### src/hw/rtl/lidar_scan_point_resampler_core_defines.svh
// ----------------------------------------------------------------------------
// lidar scan point resampler assertion macros
// shared concurrent check forms, clocked on clk_i and gated by rst_ni
// ----------------------------------------------------------------------------
`ifndef LIDAR_SCAN_POINT_RESAMPLER_CORE_DEFINES_SVH
`define LIDAR_SCAN_POINT_RESAMPLER_CORE_DEFINES_SVH

// same-cycle implication
`define LSR_ASSERT_IMP(lbl, ante, cons, msg) \
  lbl: assert property (@(posedge clk_i) disable iff (!rst_ni) (ante) |-> (cons)) \
    else $error(msg);

// next-cycle implication
`define LSR_ASSERT_NXT(lbl, ante, cons, msg) \
  lbl: assert property (@(posedge clk_i) disable iff (!rst_ni) (ante) |=> (cons)) \
    else $error(msg);

// condition that must never hold
`define LSR_ASSERT_NEVER(lbl, cond, msg) \
  lbl: assert property (@(posedge clk_i) disable iff (!rst_ni) !(cond)) \
    else $error(msg);

`endif

### src/hw/rtl/lsr_pkg.sv
// ----------------------------------------------------------------------------
// lsr_pkg
// types and constants of the lidar scan point resampler
// ----------------------------------------------------------------------------
package lsr_pkg;

  localparam int unsigned ANGLE_W = 17;
  localparam logic signed [ANGLE_W-1:0] FULL_TURN_Q6   = 17'sd23040;
  localparam logic signed [ANGLE_W-1:0] PREV_ANGLE_RST = -17'sd64;
  localparam logic [15:0] OFFSET_RST = 16'd968;
  localparam logic [16:0] GAIN_RST   = 17'd59578;

  typedef enum logic [0:0] {
    CFG_OFFSET = 1'b0,
    CFG_GAIN   = 1'b1
  } cfg_idx_e;

  typedef enum logic [2:0] {
    PH_SYNC     = 3'd0,
    PH_ANGLE_LO = 3'd1,
    PH_ANGLE_HI = 3'd2,
    PH_DIST_LO  = 3'd3,
    PH_DIST_HI  = 3'd4
  } phase_e;

  typedef struct packed {
    logic [7:0] rx_byte;
  } in_beat_t;

  typedef struct packed {
    logic [8:0]  bin_slot;
    logic [15:0] range_q2;
    logic [5:0]  intensity;
    logic        scan_done;
    logic [15:0] points_seen;
  } out_beat_t;

  // framed point, framer to binner
  typedef struct packed {
    logic        vld;
    logic [5:0]  quality;
    logic [14:0] angle;
    logic [15:0] raw;
    logic [15:0] tally;
  } point_t;

  // binned point, binner to selector
  typedef struct packed {
    logic        vld;
    logic        hit;
    logic        prev_near;
    logic        neg;
    logic        done;
    logic [5:0]  quality;
    logic [32:0] prod;
    logic [8:0]  slot;
    logic [15:0] tally;
  } stage_t;

endpackage

### src/hw/rtl/lsr_binner.sv
// ----------------------------------------------------------------------------
// lsr_binner
// range correction product, bin window test and bin/angle state
// ----------------------------------------------------------------------------
module lsr_binner import lsr_pkg::*; #(
  parameter int unsigned BINS = 512
) (
  input  logic        clk_i,
  input  logic        rst_ni,
  input  point_t      pt_i,
  input  logic [15:0] offset_i,
  input  logic [16:0] gain_i,
  output logic        scan_clr_o,
  output stage_t      s_o
);

  localparam int unsigned CW   = $clog2(BINS);
  localparam int unsigned PW   = ANGLE_W + CW + 2;
  localparam int unsigned HALF = BINS / 2;
  localparam logic signed [PW-1:0] BINS_S = PW'(BINS);

  logic        [CW-1:0]      bin_q, bin_d;
  logic signed [ANGLE_W-1:0] prev_angle_q, prev_angle_d;
  logic signed [ANGLE_W-1:0] cur_angle;
  logic signed [PW-1:0]      pos_bin, pos_prev, pos_cur, gap_prev, gap_cur;
  logic        [CW:0]        slot_w;
  logic        [15:0]        diff;
  logic                      hit, last, prev_near, neg;
  logic                      s_vld_q;
  stage_t                    s_q;

  assign cur_angle = signed'(ANGLE_W'(pt_i.angle));
  assign pos_bin   = signed'(PW'(bin_q)) * signed'(PW'(FULL_TURN_Q6));
  assign pos_prev  = PW'(prev_angle_q) * BINS_S;
  assign pos_cur   = signed'(PW'(pt_i.angle)) * BINS_S;
  assign gap_prev  = pos_bin - pos_prev;
  assign gap_cur   = pos_cur - pos_bin;
  assign hit       = (pos_bin >= pos_prev) && (pos_bin < pos_cur) && (cur_angle > prev_angle_q);
  assign prev_near = gap_prev < gap_cur;
  assign last      = bin_q == CW'(BINS - 1);
  assign neg       = pt_i.raw < offset_i;
  assign diff      = pt_i.raw - offset_i;

  // reversed, half-rotated slot
  always_comb begin
    if (bin_q < CW'(HALF)) begin
      slot_w = (CW + 1)'(HALF - 1) - (CW + 1)'(bin_q);
    end else begin
      slot_w = (CW + 1)'(BINS - 1 + HALF) - (CW + 1)'(bin_q);
    end
  end

  assign scan_clr_o = pt_i.vld && hit && last;

  always_comb begin
    bin_d        = bin_q;
    prev_angle_d = prev_angle_q;
    if (pt_i.vld) begin
      prev_angle_d = cur_angle;
      if (hit) begin
        if (last) begin
          bin_d        = '0;
          prev_angle_d = cur_angle - FULL_TURN_Q6;
        end else begin
          bin_d = bin_q + CW'(1);
        end
      end
    end
  end

  always_ff @(posedge clk_i or negedge rst_ni) begin
    if (!rst_ni) begin
      bin_q        <= '0;
      prev_angle_q <= PREV_ANGLE_RST;
      s_vld_q      <= 1'b0;
    end else begin
      bin_q        <= bin_d;
      prev_angle_q <= prev_angle_d;
      s_vld_q      <= pt_i.vld;
    end
  end

  always_ff @(posedge clk_i) begin
    if (pt_i.vld) begin
      s_q.vld       <= 1'b1;
      s_q.hit       <= hit;
      s_q.prev_near <= prev_near;
      s_q.neg       <= neg;
      s_q.done      <= last;
      s_q.quality   <= pt_i.quality;
      s_q.prod      <= 33'(diff) * 33'(gain_i);
      s_q.slot      <= 9'(slot_w);
      s_q.tally     <= pt_i.tally;
    end
  end

  always_comb begin
    s_o     = s_q;
    s_o.vld = s_vld_q;
  end

endmodule

### config.mk
export PLATFORM = sky130hd
export DESIGN_NAME = lsr_binner
export DESIGN_NICKNAME = d
export VERILOG_FILES = /design/src/hw/rtl/lidar_scan_point_resampler_core_defines.svh /design/src/hw/rtl/lsr_pkg.sv /design/src/hw/rtl/lsr_binner.sv
export SDC_FILE = /design/constraint.sdc
export NUM_CORES = 1
export LEC_CHECK = 0
export BUFFER_PORTS_ARGS = -buffer_cell sky130_fd_sc_hd__buf_2
export CORE_MARGIN = 1.5
export CORE_UTILIZATION = 50
export CTS_CLUSTER_SIZE = 8
export DETAILED_ROUTE_END_ITERATION = 7
export PLACE_DENSITY_LB_ADDON = 0.3
export SYNTH_ARGS = -nofsm -noshare
export SYNTH_HDL_FRONTEND = slang
export SYNTH_SLANG_ARGS = --single-unit
### constraint.sdc
create_clock -name clk_i -period 9.7 [get_ports clk_i]
set_input_delay 0.97 -clock clk_i [delete_from_list [all_inputs] [get_ports clk_i]]
set_output_delay 0.97 -clock clk_i [all_outputs]
set_load 0.1 [all_outputs]
Word level (Yosys, flattened, before mapping)
Index checks and enable logic that the tools add are counted.
W data, S select, Z words.
{"block": "classes", "n_addsub": 7, "reduce_logical": 5, "n_lt_le_gt_ge": 6, "n_mux": 4, "mul": 2, "n_eq_ne": 1}
{"op": "$mux W17", "count": 2}
{"op": "$mul A16 B17 Y33", "count": 1}
{"op": "$lt A27 B25 Y1", "count": 1}
{"op": "$sub A25 B26 Y27", "count": 1}
{"op": "$ge A25 B26 Y1", "count": 1}
{"op": "$sub A24 B24 Y25", "count": 1}
{"op": "$lt A24 B24 Y1", "count": 1}
{"op": "$mux W9", "count": 2}
{"op": "$sub A8 B9 Y9 const A", "count": 2}
{"op": "$gt A16 B17 Y1", "count": 1}
{"op": "$lt A16 B16 Y1", "count": 1}
{"op": "$sub A15 B15 Y16 const B", "count": 1}
{"op": "$sub A16 B16 Y16", "count": 1}
{"op": "$mul A9 B6 Y15 const B", "count": 1}
{"op": "$add A9 B1 Y9 const B", "count": 1}
{"op": "$eq A9 B9 Y1 const B", "count": 1}
{"op": "$lt A9 B9 Y1 const B", "count": 1}
{"op": "$logic_and A1 B1 Y1", "count": 4}
{"op": "$reduce_and A2 Y1", "count": 1}
{"block": "word_totals", "elab_cells": 36, "regBits": 95, "input_bits": 89}

Longest topological paths before layout
Gate-level depths: netlist of run 1.
{"block": "logic_depth", "word_depth": 6, "depth_mapped": 34, "mapped_depth_nobuf": 33}

Worst setup path before layout of run 1
OpenSTA, ideal clock, no wires.
{"block": "synth_timing", "path_type": "in2reg", "startpoint": "in pt_i[16] (netlist bit)", "endpoint": "reg s_q (netlist bit s_o[55]) (data pin)", "t_required_ns": 9.565, "path_slack_ns": 1.408, "setup_time_ns": 0.135, "arrival_time_ns": 8.156, "stages": 31, "path_cell_list": "inv_1 > ha_1 > inv_1 > fa_1 > a21o_1 > a21oi_1 > o21bai_1 > a21oi_1 > o21bai_1 > a21oi_1 > xnor2_1 > clkbuf_1 > nand2_1 > fa_1 > inv_1 > fa_1 > fa_1 > fa_1 > fa_1 > inv_1 > fa_1 > inv_1 > ha_1 > and3_1 > and3_1 > nand4_1 > a31oi_1 > o31ai_1 > o21ai_1 > or4b_1 > nand3_1"}
{"block": "synth_between", "elab_chain_len": 2}
{"element": "start: declaration", "line": "lsr_binner.sv:10", "source": "input point_t pt_i,"}
{"element": "$sub A16 B16 Y16", "line": "lsr_binner.sv:42", "source": "assign diff = pt_i.raw - offset_i;"}
{"element": "$mul A16 B17 Y33", "line": "lsr_binner.sv:91", "source": "s_q.prod <= 33'(diff) * 33'(gain_i);"}
{"element": "end: declaration", "line": "lsr_binner.sv:30", "source": "stage_t s_q;"}
No other way between the ends.
A chain may end at the register's enable or synchronous reset.

Final worst setup path of run 1
Same ends and word-level chain as after synthesis.

==> results of run 1 <==
[worst max-delay path by stage]
stage | start | depth (start not counted) | end | slack (ps)
2_1_floorplan | pt_i[16] | 31 | s_o[55]$_DFFE_PP_ | 1410
3_3_place_gp | pt_i[16] | 30 | s_o[55]$_DFFE_PP_ | 550
3_5_place_dp | pt_i[16] | 30 | s_o[55]$_DFFE_PP_ | 390
4_1_cts | pt_i[16] | 30 | s_o[55]$_DFFE_PP_ | 790
5_1_grt | pt_i[16] | 30 | s_o[55]$_DFFE_PP_ | 260
6_report | pt_i[16] | 30 | s_o[55]$_DFFE_PP_ | 720
[cell usage in the layout, fill, tap and decap left out, types with 33 or more instances in the layout]
cell type                  synthesis  layout
sky130_fd_sc_hd__edfxtp_1         68      68
sky130_fd_sc_hd__a21oi_1          80      80
sky130_fd_sc_hd__nand2_1         210     210
sky130_fd_sc_hd__nor2_1           54      54
sky130_fd_sc_hd__buf_2             3     157
sky130_fd_sc_hd__ha_1            214     214
sky130_fd_sc_hd__inv_1           371     371
sky130_fd_sc_hd__fa_1            223     223
sky130_fd_sc_hd__o21ai_0          52      52
sky130_fd_sc_hd__and2_1          103     103
sky130_fd_sc_hd__xnor2_1          52      50
sky130_fd_sc_hd__a21o_1           33      33
[registers in the layout, indices dropped and copies added, names as in the netlist]
register and count:
prev_angle_q 16, s_o 68, bin_q 9, s_vld_q 1
[area by class of cell]
type | instances | area (um^2)
fill | 2826 | 14000
multi-input combinational | 1262 | 12000
sequential | 94 | 2710
inverter | 371 | 1390
timing repair buffer | 171 | 891
tap | 435 | 544
clock buffer | 10 | 250
clock inverter | 6 | 51.3
[Yosys cell counts, drive strengths merged (3+ instances only)]
master,instances
a31oi,6
nor4b,3
a2111oi,4
clkbuf,37
a211oi,8
o2111ai,3
nand2,210
fa,223
and2,106
edfxtp,68
a21boi,3
o21ai,56
a311oi,4
mux2i,4
inv,371
a21o,33
o311ai,3
nor2b,16
xor2,22
ha,214
nand2b,15
o41ai,3
and3,9
o211ai,11
xnor2,53
o21bai,14
a211o,3
o31ai,3
o21a,7
a21oi,80
nor2,54
dfrtp,16
or3,5
or2,3
nand4,10
nand3,25
buf,7
mux2,3
nor3,19
dfstp,10
[per-stage QoR]
| stage | cells | utilization (%) |
|---|---|---|
| after floorplan | 1771 | - |
| after global placement | 2333 | 55.1 |
| after detailed placement | 2333 | 55.1 |
| after CTS | 2349 | 56.0 |
| after global routing | 2349 | 56.0 |
| final | 2349 | 56.0 |
[worst min-delay path, stage by stage (launching register included)]
cell	delay [ps]
sky130_fd_sc_hd__dfstp_2	370
sky130_fd_sc_hd__nor2_1	90
sky130_fd_sc_hd__a21oi_1	50
[kinds of logic after synthesis]
kind of cell,synth area share [%]
buf+inv,9.75
simple gates,14.6
xor+xnor,4.09
mux,0.454
fa+ha+maj,44.0
compound gates,10.5
flops,16.7
[metal layers]
metal / wire, um / GRT usage [%]
met1: 16900 / 31.5
met4: 949 / 8.13
met5: 0 / 0
met3: 2120 / 3.75
met2: 18200 / 39.6
==> reports/summary.log, run 1 <==
INFO  outcome        outcome=complete, no violations
INFO  sta            final_hold_viol_count=0
INFO  clock_network  cts_setup_buffers=0
INFO  sta            setup_violations=0
INFO  yosys          synth_area_per_cell=9.17um^2
INFO  yosys          ys_seq_elements=94
INFO  yosys          synthTopCellsByArea=sky130_fd_sc_hd__fa_1 27%, sky130_fd_sc_hd__ha_1 16%, sky130_fd_sc_hd__edfxtp_1 13%
INFO  setup_path     cpPeakStageDelay=540ps
INFO  global_route   gr-total-overflow=0
INFO  place          io_buffer_count=158
INFO  route          avgViaCountPerCell=5.34
INFO  sta            setup_ws=724ps
INFO  floorplan      num_rows=65
INFO  sta            slew_headroom=18.6%
INFO  sta            fmax=0.111GHz
INFO  clock_network  number_of_buffers_added_to_fix_hold_violations_after_cts=0
INFO  route          avgRoutedWirePerCell=16.2um
INFO  place          place_worst_setup_slack=391ps
INFO  setup_path     timing.critical_path.mode_cell=sky130_fd_sc_hd__fa_1
INFO  route          post_route_drc_violation_count=0
INFO  setup_path     worst_path_max_delay_cell=sky130_fd_sc_hd__fa_1
INFO  yosys          portion_of_synthesized_cell_area_occupied_by_the_leading_cell_type=27.5%
INFO  floorplan      die_h=183um
INFO  setup_path     endpoint_kind=flop
INFO  sta            fin_crit=8980ps
INFO  sta            layout_worst_path_cycle_share=92.5%
INFO  global_route   global_route_wire_length_before_repair=62100um
INFO  global_route   grt_start_max_net_pins=63
INFO  sta            finClkSkew=6.02ps
INFO  hold_path      whs_path_depth=2
INFO  floorplan      floorplan.initialDensity=51.1%
INFO  yosys          netlist_area_pre_place=16200um^2
INFO  place          routabilityCongestion=0.905
INFO  clock_network  cts_made_buffers=9
INFO  place          detailed_place.area=17500um^2
INFO  route          drt_first_pass_iters=5
INFO  clock_network  tritoncts=done
INFO  global_route   first_global_vias=12709
INFO  hold_path      worst_hold_startpoint=prev_angle_q[12]$_DFFE_PN1P_
INFO  setup_path     worstPathBufferInverterCount=5
INFO  setup_path     worst-endpoint-arrival=9220ps
INFO  clock_network  cts.reportedPaths.clkPinSlew=70ps
INFO  floorplan      core=31800um^2
INFO  clock_network  cts_resized=0
INFO  yosys          ys_types=74
INFO  clock_network  worst_skew_pair.late_latency=380ps
INFO  job            max-cap-violations=0
INFO  setup_path     cp-start-kind=input pin
INFO  setup_path     cpLargestDelayFamily=adder cells
INFO  cells_and_area fraction_of_layout_instances_using_a_drive_strength_above_1=11.5%
INFO  sta            maxSlewViolCount=0
INFO  setup_path     worst_r2r_endpoint=bin_q[0]$_DFFE_PN0P_
INFO  yosys          synth-warning-count=0
INFO  yosys          async_flop_share=27.7%
INFO  sta            setup_tns=0ps
INFO  route          first_iter_violations=693
INFO  setup_path     worst_case_register_to_register_setup_slack=3500ps
INFO  global_route   grt_util_all_layers=23.7%
INFO  setup_path     timing_worst_setup_path_type=input pin to flop
INFO  route          via_count=12553
INFO  setup_path     critPathMaxFanout=17
INFO  hold_path      min_delay_worst_endpoint=prev_angle_q[12]$_DFFE_PN1P_
INFO  place          dp_hpwl=30500um
INFO  yosys          synthesized_netlist_cell_count=1771
INFO  setup_path     required_time_at_the_endpoint_of_the_critical_path=9950ps
INFO  yosys          synth.net_count=2297
INFO  clock_network  number_of_sinks_driven_by_the_clock_tree=94
INFO  floorplan      ioPinCount=159
INFO  floorplan      die_outline_area=33600um^2
INFO  clock_network  ctsLongestPathBuffers=2
INFO  route          drt.antenna.violating_nets=0
INFO  setup_path     worstRegToRegCells=22
INFO  cells_and_area nNetsFinal=2435
INFO  cells_and_area design_area=17800um^2
INFO  clock_network  master_cell_of_the_clock_root_buffer=sky130_fd_sc_hd__clkbuf_16
INFO  floorplan      die_extent_in_x=183um
INFO  hold_path      hp-class=flop to flop
INFO  cells_and_area flow.area_growth_from_synthesis=9.65%
INFO  yosys          commonest_register_cell_after_synthesis=sky130_fd_sc_hd__edfxtp_1
INFO  setup_path     rr_startpoint=bin_q[1]$_DFFE_PN0P_
INFO  clock_network  htree_num_levels=3
INFO  yosys          synth-edff-count=68
INFO  route          postRouteWirelength=38200um
INFO  global_route   grt_antenna_before_repair=0
INFO  sta            least_margin_pin_slew=1210ps
INFO  sta            hold_ws=505ps
INFO  yosys          synth_seq_area_share=16.7%
INFO  sta            grt_setup_unrepaired=false
INFO  yosys          synth_largest_area_cell=sky130_fd_sc_hd__fa_1
INFO  cells_and_area n_antenna_cell=0
Power of run 1 is left out: the tool's default activity adds up to more than one toggle a clock period on the data nets, which glitch-free logic cannot reach.
==> run 2: changes to the inputs <==
- CORE_MARGIN: 1.5 -> default
==> run 2 against run 1 <==
  * Via count down 0.33%
  * Utilization down 0.075 points
  * Fmax up 0.54%
  * Routed wire length down 0.23%
  * Sequential cell count unchanged
==> reports/summary.log, run 2 (synthesis gave the netlist of run 1 again) <==
INFO  setup_path     critPathMaxFanout=17 [unchanged]
INFO  place          place_inst=2332 [-0.043%]
INFO  place          io_buffer_count=158 [unchanged]
INFO  outcome        outcome=complete, no violations
INFO  global_route   grt_util_all_layers=24.2% [+0.46 points]
INFO  route          postRouteWirelength=38100um [-0.23%]
INFO  setup_path     cpLargestDelayFamily=adder cells
INFO  place          dp_hpwl=30600um [+0.52%]
INFO  clock_network  ctsLongestPathBuffers=2 [unchanged]
INFO  cells_and_area sequential_cell_area=2710um^2 [unchanged]
INFO  global_route   grt_antenna_before_repair=0 [unchanged]
INFO  cells_and_area multi_input_comb_area=12000um^2 [unchanged]
INFO  sta            slew_headroom=6.91% [-12 points]
INFO  setup_path     cpPeakStageDelay=560ps [+20 ps]
INFO  floorplan      ioPinCount=159 [unchanged]
INFO  sta            grt_setup_unrepaired=false
INFO  clock_network  cts_made_buffers=9 [unchanged]
INFO  clock_network  number_of_sinks_driven_by_the_clock_tree=94 [unchanged]
INFO  clock_network  cts.reportedPaths.clkPinSlew=70ps [about the same]
INFO  sta            finClkSkew=10.0ps [+4.00 ps]
INFO  global_route   gr-total-overflow=0 [unchanged]
INFO  setup_path     timing.critical_path.mode_cell=sky130_fd_sc_hd__fa_1
INFO  clock_network  master_cell_of_the_clock_root_buffer=sky130_fd_sc_hd__clkbuf_16
INFO  cells_and_area largest_register_ffs=68 [unchanged]
INFO  setup_path     endpoint_kind=flop
INFO  setup_path     worst_path_max_delay_cell=sky130_fd_sc_hd__fa_1
INFO  cells_and_area nNetsFinal=2434 [-0.041%]
INFO  floorplan      floorplan.initialDensity=51.1% [unchanged]
INFO  cells_and_area most_frequent_cells_in_the_layout=371 x sky130_fd_sc_hd__inv_1, 223 x sky130_fd_sc_hd__fa_1, 214 x sky130_fd_sc_hd__ha_1, 210 x sky130_fd_sc_hd__nand2_1, 157 x sky130_fd_sc_hd__buf_2
INFO  cells_and_area final.fill_count=2880 [+1.9%]
INFO  setup_path     worstPathBufferInverterCount=5 [unchanged]
INFO  cells_and_area final_cell_count_no_fill=2348 [-0.043%]
INFO  global_route   global_route_wire_length_before_repair=63200um [+1.8%]
INFO  route          drt.antenna.violating_nets=0 [unchanged]
INFO  setup_path     required_time_at_the_endpoint_of_the_critical_path=9940ps [about the same]
INFO  clock_network  tritoncts=done
INFO  sta            least_margin_pin_slew=1390ps [+174 ps]
INFO  cells_and_area fraction_of_layout_instances_using_a_drive_strength_above_1=11.5% [-0.046 points]
INFO  route          drt_first_pass_iters=5 [unchanged]
INFO  sta            layout_worst_path_cycle_share=92.0% [-0.49 points]
INFO  sta            final_hold_viol_count=0 [unchanged]
INFO  cells_and_area n_antenna_cell=0 [unchanged]
INFO  sta            fmax=0.112GHz [+0.54%]
INFO  global_route   first_global_vias=12893 [+1.4%]
INFO  route          first_iter_violations=588 [-15%]
INFO  place          place_worst_setup_slack=406ps [+14.8 ps]
INFO  setup_path     worst-endpoint-arrival=9170ps [-50 ps]
INFO  sta            maxSlewViolCount=0 [unchanged]
INFO  sta            setup_violations=0 [unchanged]
INFO  clock_network  worst_skew_pair.late_latency=370ps [about the same]
INFO  global_route   grt_start_max_net_pins=63 [unchanged]
INFO  cells_and_area flow.area_growth_from_synthesis=9.51%
INFO  setup_path     cp-start-kind=input pin
INFO  sta            setup_tns=0ps [unchanged]
INFO  floorplan      num_rows=65 [unchanged]
INFO  sta            setup_ws=772ps [+47.9 ps]
INFO  floorplan      die_h=182um [-0.55%]
INFO  route          via_count=12512 [-0.33%]
INFO  route          post_route_drc_violation_count=0 [unchanged]
INFO  floorplan      die_extent_in_x=182um [-0.55%]
INFO  place          routabilityCongestion=0.922 [+1.9%]
INFO  clock_network  cts_resized=0 [unchanged]
INFO  route          avgRoutedWirePerCell=16.2um [-0.19%]
INFO  route          avgViaCountPerCell=5.33 [-0.28%]
INFO  clock_network  cts_setup_buffers=0 [unchanged]
INFO  floorplan      die_outline_area=33200um^2 [-1.1%]
INFO  clock_network  number_of_buffers_added_to_fix_hold_violations_after_cts=0 [unchanged]
INFO  floorplan      core=31800um^2 [unchanged]
INFO  sta            fin_crit=8930ps [-47.9 ps]
INFO  setup_path     timing_worst_setup_path_type=input pin to flop
INFO  job            max-cap-violations=0 [unchanged]
INFO  hold_path      hp-class=flop to flop
INFO  cells_and_area mostFrequentLayoutCell=sky130_fd_sc_hd__inv_1
INFO  clock_network  htree_num_levels=3 [unchanged]
==> run 2: cell types whose count changed in the layout (fill, tap and decap cells not counted) <==
cell,before,now
sky130_fd_sc_hd__clkbuf_16,10,9
sky130_fd_sc_hd__clkinv_4,3,1
sky130_fd_sc_hd__buf_4,14,13
sky130_fd_sc_hd__inv_6,2,5
==> run 2: path summary, 6_finish.rpt <==
| kind | from | endpoint | slack, ps | depth (start not counted) |
|---|---|---|---|---|
| max | pt_i[16] | s_o[55]$_DFFE_PP_ | 770 | 30 |
| min | prev_angle_q[14]$_DFFE_PN1P_ | prev_angle_q[14]$_DFFE_PN1P_ | 510 | 2 |
| max reg2reg | bin_q[1]$_DFFE_PN0P_ | bin_q[0]$_DFFE_PN0P_ | 3540 | 22 |
| min reg2reg | prev_angle_q[14]$_DFFE_PN1P_ | prev_angle_q[14]$_DFFE_PN1P_ | 510 | 2 |
| max in group asynchronous | rst_ni | bin_q[0]$_DFFE_PN0P_ | 8620 | 1 |
| min in group asynchronous | rst_ni | prev_angle_q[1]$_DFFE_PN0P_ | 640 | 1 |
==> run 2: tightest hold or removal path, stage by stage, from the launching register on <==
cell and delay, ps:
sky130_fd_sc_hd__dfstp_2 370, sky130_fd_sc_hd__nor2_1 90, sky130_fd_sc_hd__a21oi_1 50
==> run 2: per-stage QoR <==
| stage | util, % | hold WS [ps] | cell area, um^2 |
|---|---|---|---|
| after floorplan | - | 482 | 16200 |
| after global placement | 55.0 | 492 | 17500 |
| after detailed placement | 55.0 | 499 | 17500 |
| after CTS | 55.9 | 510 | 17800 |
| after global routing | 55.9 | 558 | 17800 |
| final | 55.9 | 510 | 17800 |
==> run 2: layer usage <==
metal  part of all wire (%)  up-vias  wire (um)  track usage [%]
li1                       -     5959          -                -
met1                     44     6162      16800             32.1
met2                     48      345      18200             40.8
met3                    5.9       46       2240             3.67
met4                    2.1        0        807             7.70
met5                      0        -          0                0
==> run 2: layout make-up <==
cell class | count | area share [%]
multi-input cells | 1262 | 67.3
flip-flops and latches | 94 | 15.2
inverters | 371 | 7.83
repair buffers | 170 | 4.97
well taps | 435 | 3.06
clock buffers | 9 | 1.27
clock inverters | 7 | 0.338
Power of run 2 is left out for the same reason.
==> run 3: changes to the inputs <==
- clock period: 9.7 -> 7.58 ns (I/O delays scaled with it)
==> run 3 against run 2 <==
  * The flow now finishes with violations (negative setup slack)
  * Clock-buffer cell count unchanged
  * Global-route usage up 0.23 points
  * Sequential share of layout area down 1.3 points
  * Die area unchanged
  * Via count up 5.0%
  * Sequential cell count unchanged
  * Utilization up 5.2 points
  * Non-clock buffer count up 134
  * Hold slack worse by 90 ps
  * Worst setup slack worse by 930 ps
  * Final area up 9.3%
  * Critical path type unchanged
  * Largest cell class unchanged
==> reports/summary.log, run 3 (synthesis gave the netlist of run 1 again) <==
INFO  outcome        outcome=complete, but fails checks
INFO  outcome        failing_checks=negative setup slack
INFO  sta            layout_worst_path_cycle_share=102%
INFO  route          via_count=13132 [+5.0%]
INFO  sta            grt_setup_unrepaired=true
INFO  setup_path     cp-start-kind=input pin
INFO  setup_path     required_time_at_the_endpoint_of_the_critical_path=7810ps [-2130 ps]
INFO  sta            least_margin_pin_slew=826ps [-560 ps]
INFO  route          drt_first_pass_iters=5 [unchanged]
INFO  cells_and_area sequential_cell_area=2710um^2 [unchanged]
INFO  global_route   gr-max-usage-layer=met2
INFO  setup_path     cpPeakStageDelay=580ps [+20 ps]
INFO  sta            final_hold_viol_count=0 [unchanged]
INFO  route          avgViaCountPerCell=5.29 [-0.79%]
INFO  floorplan      num_rows=65 [unchanged]
INFO  sta            slew_headroom=44.9% [+38 points]
INFO  floorplan      die_outline_area=33200um^2 [unchanged]
INFO  place          dp_hpwl=32100um [+4.6%]
INFO  cells_and_area largest_register_ffs=68 [unchanged]
INFO  clock_network  cts.reportedPaths.clkPinSlew=80ps [about the same]
INFO  route          avgRoutedWirePerCell=16.2um [-0.19%]
INFO  sta            setup_violations=5 [+5]
INFO  clock_network  master_cell_of_the_clock_root_buffer=sky130_fd_sc_hd__clkbuf_16
INFO  sta            fin_crit=7730ps
INFO  global_route   grt_use_met1=32.1% [about the same]
INFO  sta            fmax=0.129GHz
INFO  cells_and_area multi_input_comb_area=12500um^2 [+4.5%]
INFO  cells_and_area final.fill_count=2637 [-8.4%]
INFO  route          post_route_drc_violation_count=0 [unchanged]
INFO  place          routabilityCongestion=0.891 [-3.5%]
INFO  route          postRouteWirelength=40200um [+5.6%]
INFO  route          first_iter_violations=861 [+46%]
INFO  global_route   first_global_vias=13140 [+1.9%]
INFO  floorplan      floorplan.initialDensity=51.1% [unchanged]
INFO  floorplan      ioPinCount=159 [unchanged]
INFO  hold_path      hp-class=input pin to asynchronous set/reset pin
INFO  setup_path     worst-endpoint-arrival=7960ps [-1210 ps]
INFO  sta            finClkSkew=13.9ps [+3.91 ps]
INFO  global_route   global_route_wire_length_before_repair=64200um [+1.6%]
INFO  cells_and_area fraction_of_layout_instances_using_a_drive_strength_above_1=21.9% [+10 points]
INFO  cells_and_area most_frequent_cells_in_the_layout=358 x sky130_fd_sc_hd__inv_1, 216 x sky130_fd_sc_hd__fa_1, 200 x sky130_fd_sc_hd__nand2_1, 200 x sky130_fd_sc_hd__ha_1, 156 x sky130_fd_sc_hd__buf_2
INFO  global_route   grt_util_all_layers=24.4% [+0.23 points]
INFO  clock_network  number_of_buffers_added_to_fix_hold_violations_after_cts=0 [unchanged]
INFO  place          io_buffer_count=158 [unchanged]
INFO  sta            setup_ws=-153ps [-925 ps]
INFO  floorplan      core=31800um^2 [unchanged]
INFO  clock_network  htree_num_levels=3 [unchanged]
INFO  setup_path     timing_worst_setup_path_type=input pin to flop
INFO  clock_network  worst_skew_pair.late_latency=370ps [about the same]
INFO  clock_network  tritoncts=done
INFO  setup_path     timing.critical_path.mode_cell=sky130_fd_sc_hd__fa_1
INFO  global_route   gr-total-overflow=0 [unchanged]
INFO  clock_network  number_of_sinks_driven_by_the_clock_tree=94 [unchanged]
INFO  setup_path     endpoint_kind=flop
INFO  global_route   groute.layer.met3.usage=3.49% [-0.18 points]
INFO  global_route   grt_antenna_before_repair=1 [+1]
INFO  floorplan      die_h=182um [unchanged]
INFO  cells_and_area flow.area_growth_from_synthesis=19.7%
INFO  floorplan      die_extent_in_x=182um [unchanged]
INFO  sta            maxSlewViolCount=0 [unchanged]
INFO  clock_network  ctsLongestPathBuffers=2 [unchanged]
INFO  route          drt.antenna.violating_nets=0 [unchanged]
INFO  clock_network  cts_made_buffers=9 [unchanged]
INFO  cells_and_area mostFrequentLayoutCell=sky130_fd_sc_hd__inv_1
INFO  global_route   grt_start_max_net_pins=59 [-6.3%]
INFO  setup_path     worst_path_max_delay_cell=sky130_fd_sc_hd__fa_1
INFO  global_route   grt_util_met2=41.3% [+0.57 points]
INFO  sta            hold_ws=420ps [-89.6 ps]
INFO  cells_and_area nNetsFinal=2569 [+5.5%]
INFO  job            max-cap-violations=0 [unchanged]
INFO  setup_path     critPathMaxFanout=9 [-8]
==> run 3: cell count changes in the layout (fill, tap and decap cells not counted), sizes merged <==
cell,delta
buf,+134
clkinv,+1
diode,+1
clkinvlp,+2
inv,-3
xnor2,+1
==> run 3: stage by stage <==
step | area [um^2] | TNS (ps) | cells | setup WS (ps) | util, %
finish | 19400 | -400 | 2484 | -153 | 61.1
global route | 19400 | -2540 | 2484 | -404 | 61.1
CTS | 19000 | -97.2 | 2467 | -46.6 | 59.9
detailed placement | 18600 | -6510 | 2447 | -681 | 58.4
global placement | 18600 | -4770 | 2447 | -596 | 58.4
floorplan | 16500 | -11.1 | 1771 | -11.1 | -
==> run 3: final cells by class <==
type,count,area share [%]
inverter,371,7.24
timing repair buffer,304,10.2
clock inverter,7,0.296
antenna,1,0.0129
multi-input combinational,1263,64.4
sequential,94,13.9
clock buffer,9,1.16
tap,435,2.80
==> run 3: critical path: cells and delay by family <==
kind / cells / cell delay, ps
XOR/XNOR: 1 / 170
AND/OR/NAND/NOR: 8 / 1450
buffers and inverters: 8 / 750
AO/OA/AOI/OAI: 6 / 1220
adder cells (fa/ha/maj): 8 / 3590
==> run 3: what timing repair did <==
item | in CTS | in global routing
endpoints found under the setup margin | 9 | 18
setup buffers | 5 | 15
pin swaps | 41 | 53
gates resized for setup | 32 | 61
cloned | 0 | 1
==> run 3: worst paths after layout <==
check	to	cells past startpoint	slack [ps]	from
max	s_o[55]$_DFFE_PP_	31	-150	pt_i[17]
min	prev_angle_q[4]$_DFFE_PN0P_	1	420	rst_ni
max reg2reg	bin_q[0]$_DFFE_PN0P_	24	1590	bin_q[1]$_DFFE_PN0P_
min reg2reg	prev_angle_q[14]$_DFFE_PN1P_	2	520	prev_angle_q[14]$_DFFE_PN1P_
max in group asynchronous	prev_angle_q[5]$_DFFE_PN0P_	1	6730	rst_ni
min in group clk_i	prev_angle_q[14]$_DFFE_PN1P_	2	520	prev_angle_q[14]$_DFFE_PN1P_
==> run 3: metal layers <==
metal	vias up	share of wire (%)	wire, um
li1	6221	-	-
met1	6437	43	17100
met2	405	49	19700
met3	69	5.4	2170
met4	0	3.1	1240
met5	-	0	0
Power of run 3 is left out for the same reason.
